## src/rtl/mib_pkg.sv

```systemverilog
`default_nettype none
// ----------------------------------------------------------------------------
// mib_pkg: shared types for the monochrome image blitter
// Command codes, register indexes, controller states and the draw request
// handed from the source cursor to the memory controller.
// ----------------------------------------------------------------------------
package mib_pkg;

  // Command carried in tuser of the input stream
  typedef enum logic [1:0] {
    CMD_DRAW = 2'd0,
    CMD_FILL = 2'd1,
    CMD_READ = 2'd2
  } cmd_e;

  // Configuration register indexes
  typedef enum logic [1:0] {
    REG_LEFT   = 2'd0,
    REG_TOP    = 2'd1,
    REG_WIDTH  = 2'd2,
    REG_HEIGHT = 2'd3
  } reg_idx_e;

  // Memory controller states
  typedef enum logic [2:0] {
    ST_FILL,
    ST_IDLE,
    ST_DRAW_ADDR,
    ST_DRAW_RMW0,
    ST_DRAW_RMW1,
    ST_READ_WAIT
  } state_e;

  localparam int unsigned RegW = 10;

  // One draw request: target row, first target byte column and the
  // pixel masks (1 = clear) for that byte and the one to its right
  typedef struct packed {
    logic [9:0] dst_y;
    logic [7:0] bx0;
    logic [7:0] m0;
    logic [7:0] m1;
  } draw_t;

endpackage
`default_nettype wire

```

## src/rtl/mib_cursor.sv

```systemverilog
`default_nettype none
// ----------------------------------------------------------------------------
// mib_cursor: image registers and source position
// Holds the placement registers and the row / byte position of the next
// source byte, and turns a source byte into clipped clear masks.
// ----------------------------------------------------------------------------
module mib_cursor import mib_pkg::*; #(
  parameter int SCREEN_WIDTH  = 800,
  parameter int SCREEN_HEIGHT = 480
) (
  input  wire logic            clk_i,
  input  wire logic            rst_ni,
  input  wire logic            cfg_we_i,
  input  wire logic [1:0]      cfg_index_i,
  input  wire logic [RegW-1:0] cfg_data_i,
  input  wire logic            advance_i,
  input  wire logic [7:0]      image_byte_i,
  output draw_t                draw_o
);

  logic [9:0] left_q, top_q, width_q, height_q;
  logic [9:0] row_q, row_d;
  logic [6:0] col_q, col_d;

  logic [7:0]  row_bytes, next_col;
  logic [9:0]  row_inc;
  logic [10:0] x0, dst_y;
  logic        row_ok;
  logic [7:0]  pix;
  logic [15:0] spread;
  logic [9:0]  colb;
  logic [11:0] dxb;

  // position step: next byte, wrap at row end and image end
  always_comb begin
    row_bytes = 8'((11'(width_q) + 11'd7) >> 3);
    next_col  = {1'b0, col_q} + 8'd1;
    row_inc   = row_q + 10'd1;
    row_d     = row_q;
    col_d     = next_col[6:0];
    if (next_col >= row_bytes) begin
      col_d = '0;
      row_d = (row_inc >= height_q) ? 10'd0 : row_inc;
    end
  end

  // registers and position
  always_ff @(posedge clk_i or negedge rst_ni) begin
    if (!rst_ni) begin
      left_q   <= '0;
      top_q    <= '0;
      width_q  <= '0;
      height_q <= '0;
      row_q    <= '0;
      col_q    <= '0;
    end else if (cfg_we_i) begin
      case (reg_idx_e'(cfg_index_i))
        REG_LEFT:   left_q   <= cfg_data_i;
        REG_TOP:    top_q    <= cfg_data_i;
        REG_WIDTH:  width_q  <= cfg_data_i;
        REG_HEIGHT: height_q <= cfg_data_i;
        default:    ;
      endcase
      // any register write restarts the image
      row_q <= '0;
      col_q <= '0;
    end else if (advance_i) begin
      row_q <= row_d;
      col_q <= col_d;
    end
  end

  // clipped masks; pixel bit 7-b is image column col*8+b
  always_comb begin
    x0     = 11'(left_q) + {1'b0, col_q, 3'b000};
    dst_y  = 11'(top_q) + 11'(row_q);
    row_ok = (row_q < height_q) && (dst_y < 11'(SCREEN_HEIGHT));
    pix    = '0;
    for (int b = 0; b < 8; b++) begin
      colb = {col_q, 3'(b)};
      dxb  = {1'b0, x0} + 12'(b);
      pix[7-b] = image_byte_i[7-b] && row_ok && (colb < width_q)
                 && (dxb < 12'(SCREEN_WIDTH));
    end
    // split across the two target bytes by the sub-byte offset
    spread       = {pix, 8'h00} >> x0[2:0];
    draw_o.dst_y = dst_y[9:0];
    draw_o.bx0   = x0[10:3];
    draw_o.m0    = spread[15:8];
    draw_o.m1    = spread[7:0];
  end

endmodule
`default_nettype wire

```

## config.mk

```make
export PLATFORM = sky130hd
export DESIGN_NAME = mib_cursor
export DESIGN_NICKNAME = d
export VERILOG_FILES = /design/src/rtl/mib_pkg.sv /design/src/rtl/mib_cursor.sv
export SDC_FILE = /design/constraint.sdc
export NUM_CORES = 1
export LEC_CHECK = 0
export BUFFER_PORTS_ARGS = -buffer_cell sky130_fd_sc_hd__buf_2
export CAP_MARGIN = 30
export CORE_UTILIZATION = 46
export DETAILED_ROUTE_END_ITERATION = 10
export HOLD_SLACK_MARGIN = 0.06
export PLACE_DENSITY = 0.67
export SLEW_MARGIN = 15
export SYNTH_ARGS = -nofsm -noshare
export SYNTH_HDL_FRONTEND = slang
export SYNTH_SLANG_ARGS = --single-unit
```

## constraint.sdc

```tcl
create_clock -name clk_i -period 3.8 [get_ports clk_i]
set_clock_uncertainty 0.05 [all_clocks]
set_input_delay 0.19 -clock clk_i [delete_from_list [all_inputs] [get_ports clk_i]]
set_output_delay 0.19 -clock clk_i [all_outputs]
set_load 0.03 [all_outputs]
```

==> reports/summary.txt <==
DP Wirelength: 10.2 mm
fin. max-slew vios: 0
H-tree depth: 3
GRT Residual Overflow: 0
Mapped Nets: 636
P_leak: 2.74 nW
final hold vios: 0
post-route ant nets: 0
n_diodes: 0
PortBufs: 56
# DRC: 0
wire per inst: 17.6 microns
initial antenna violation count: 0
Rel. slew slack: 54.9%
hold_ws: 0.0920 ns
Max-cap violations: 0
post-synthesis cell type count: 70
critical path class: register to primary output
Mean Syn Cell Area: 9.05 sq um
status: completed
Final Wtd Congestion: 0.852
core area: 10500 sq um
post-synthesis sequential area ratio: 28.4%
Syn. warnings: 0
DRT Wirelength: 13.5 mm
Yosys reg bits: 57
DR pass1 iterations: 5
dpl cells: 739
via count: 4563
max frequency: 272 MHz
I/O pins: 58
vias in the first global route: 4435
Max clock buf depth: 2
worst-skew pair later-pin latency: 0.34 ns
sum of buffers and inverters on the critical path: 1
global-route wire length before repair: 21.8 mm
Hold Crit Class: primary input to register
Post-Route Setup TNS: 0 ns
slowest stage delay, CP: 0.41 ns
Placement Setup Slack: 0.169 ns
GRT Resource Usage Total: 24.2%
CTS sink count: 57
Worst Setup End Kind: primary output
Power Density: 569 nW/um^2
CP Cell Sequence: ha_1 -> fa_2 -> a211oi_2 -> or4b_1 -> nand4_2 -> nand2_4 -> o2111ai_1 -> a311o_1 -> a211o_1 -> o31ai_1 -> buf_4
CTS Buf Count: 9
sequential cell area: 1430 sq um
Area Growth Syn to Fin: 18.6%
filler cell count: 963
Startpoint Class: register
final cell count without fillers: 766
CP top delay family: compound AO/OA/AOI/OAI gates
CTS root buffer: clkbuf_8
final worst path period share: 96.8%
layout cells sized above 1: 27.5%
width of the die: 107 microns
CP Data Arrival Time: 3.44 ns
Vias per Instance: 5.96
Synth async-reset ratio: 100%
final worst setup slack: 0.123 ns
Most used DFF post-synth: dfrtp_1
area of the die: 11300 sq um
total power: 0.00339 W
Final Critical Period: 3.68 ns
Setup violations, final: 0
# rows: 37
CP max stage cell: fa_2
chip height: 107 microns
Starting Density: 48.0%
Mapped Cells: 555
# nets final: 706
RSZ-0062 raised after global routing: yes
initial detailed-routing violation count: 353
number of flops mapped to enable cells by yosys: 0
Crit Path Max Fanout: 6
Worst-Margin Slew: 0.677 ns
Synth Cell Area: 5020 sq um
maximum vdd drop: 367 uV
largest net degree at the start of global routing: 41
TritonCTS clock tree: built
area of the multi-input gates: 3520 sq um
Crit path required time: 3.56 ns
Clock transition at path regs: 0.07 ns
[stage by stage]
stage          cell area [sq um]  util (%)
6_report                    5960      57.0
5_1_grt                     5960      57.0
4_1_cts                     5810      55.5
3_5_place_dp                5470      52.3
3_3_place_gp                5470      52.3
2_1_floorplan               5030         -
[registers in the layout, summed over array words and instances, names as in the netlist]
register and cells:
height_q 10, left_q 10, row_q 10, top_q 10, width_q 10, col_q 7
[Yosys cell counts, types with 3 or more instances]
library cell	number	area (sq um)
dfrtp_1	57	1430
ha_1	55	688
mux2_2	44	495
inv_1	41	154
nor2_1	40	150
o21ai_0	36	180
nand2_1	34	128
a21oi_1	24	120
xnor2_1	21	184
nand3_1	18	90.1
nor3_1	14	70.1
clkbuf_1	13	48.8
nor4_1	13	81.3
a32o_1	9	90.1
a21o_1	8	60.1
xor2_1	8	70.1
nand2b_1	7	43.8
nand4_1	7	43.8
a211oi_1	6	45.0
and2_1	6	37.5
o21a_1	5	37.5
o31ai_1	5	37.5
or3_1	5	31.3
o2111ai_1	4	35.0
o211ai_1	4	30.0
a311oi_1	3	26.3
a31oi_1	3	18.8
nand3b_1	3	22.5
nor3b_1	3	22.5
o211a_1	3	30.0
o311ai_0	3	26.3
o31a_1	3	26.3
[logic make-up (layout without fill, tap and decap cells)]
logic type	after synthesis	count (layout)	synth area share [%]
simple gates	169	170	17.7
compound gates	139	139	19.6
buf+inv	58	132	4.66
fa+ha+maj	57	57	14.5
flops	57	57	28.4
mux	45	45	10.1
xor+xnor	29	29	5.06
other cells	1	1	0.0746
[timing repair]
item                       4_1_cts  5_1_grt
hold endpoints to repair        20        0
setup endpoints to repair       11       12
gates resized for setup         10       29
setup buffers                    2        4
cloned                           0        1
hold buffers                     4        0
pin swaps                        3        7
[worst paths after layout]
path | from | end | slack [ns] | depth (start not counted)
hold / removal | cfg_data_i[9] | top_q[9]$_DFFE_PN0P_ | 0.09 | 2
min in group asynchronous | rst_ni | height_q[6]$_DFFE_PN0P_ | 0.27 | 2
setup / recovery | left_q[3]$_DFFE_PN0P_ | draw_o[9] | 0.12 | 11
max in group asynchronous | rst_ni | col_q[1]$_DFFE_PN0P_ | 2.54 | 3
hold reg to reg | height_q[6]$_DFFE_PN0P_ | height_q[6]$_DFFE_PN0P_ | 0.46 | 1
setup reg to reg | width_q[1]$_DFFE_PN0P_ | row_q[5]$_DFFE_PN0P_ | 0.70 | 14
[per-layer routing]
metal  GRT usage (%)  vias to the layer above  routed length [microns]
met1            32.9                     2174                     6410
met2            38.6                      161                     6070
li1                -                     2203                        -
met5               0                        -                        0
met4            8.51                        0                      277
met3            4.11                       25                      747
[cell usage in the layout (no fill, tap or decap), drive strengths merged, types with 21 or more instances in the layout]
cell,n
a21oi,24
buf,71
dfrtp,57
ha,55
inv,41
mux2,44
nand2,34
nor2,40
o21ai,37
xnor2,21
[power by group]
part	leakage (nW)	switching (W)	internal (W)
Clock	0.120	0.000261	0.000453
Sequential	0.703	0.000134	0.000714
Combinational	1.92	0.00110	0.000727
Total	2.74	0.00150	0.00189
[worst reg2reg max path, stage by stage (launching register included)]
cell and delay (ns):
dfrtp_1 0.44, nor3_1 0.11, nor2_1 0.20, nand2_1 0.13, nor2_1 0.24, nand3_1 0.16
nor2_1 0.18, nand2_1 0.08, ha_1 0.21, nor4_1 0.26, o21ai_0 0.18, nand3_1 0.21
nor2_1 0.09, buf_4 0.18, a32o_1 0.26
[final cells by class]
cell class / count / share of cell area, %
repair buffers: 75 / 7.43
clock buffers: 11 / 2.37
clock inverters: 5 / 1.72
inverters: 41 / 2.58
flip-flops and latches: 57 / 24.0
multi-input cells: 441 / 59.0
well taps: 136 / 2.86
Note: power is estimated with default switching activity, not from simulation.
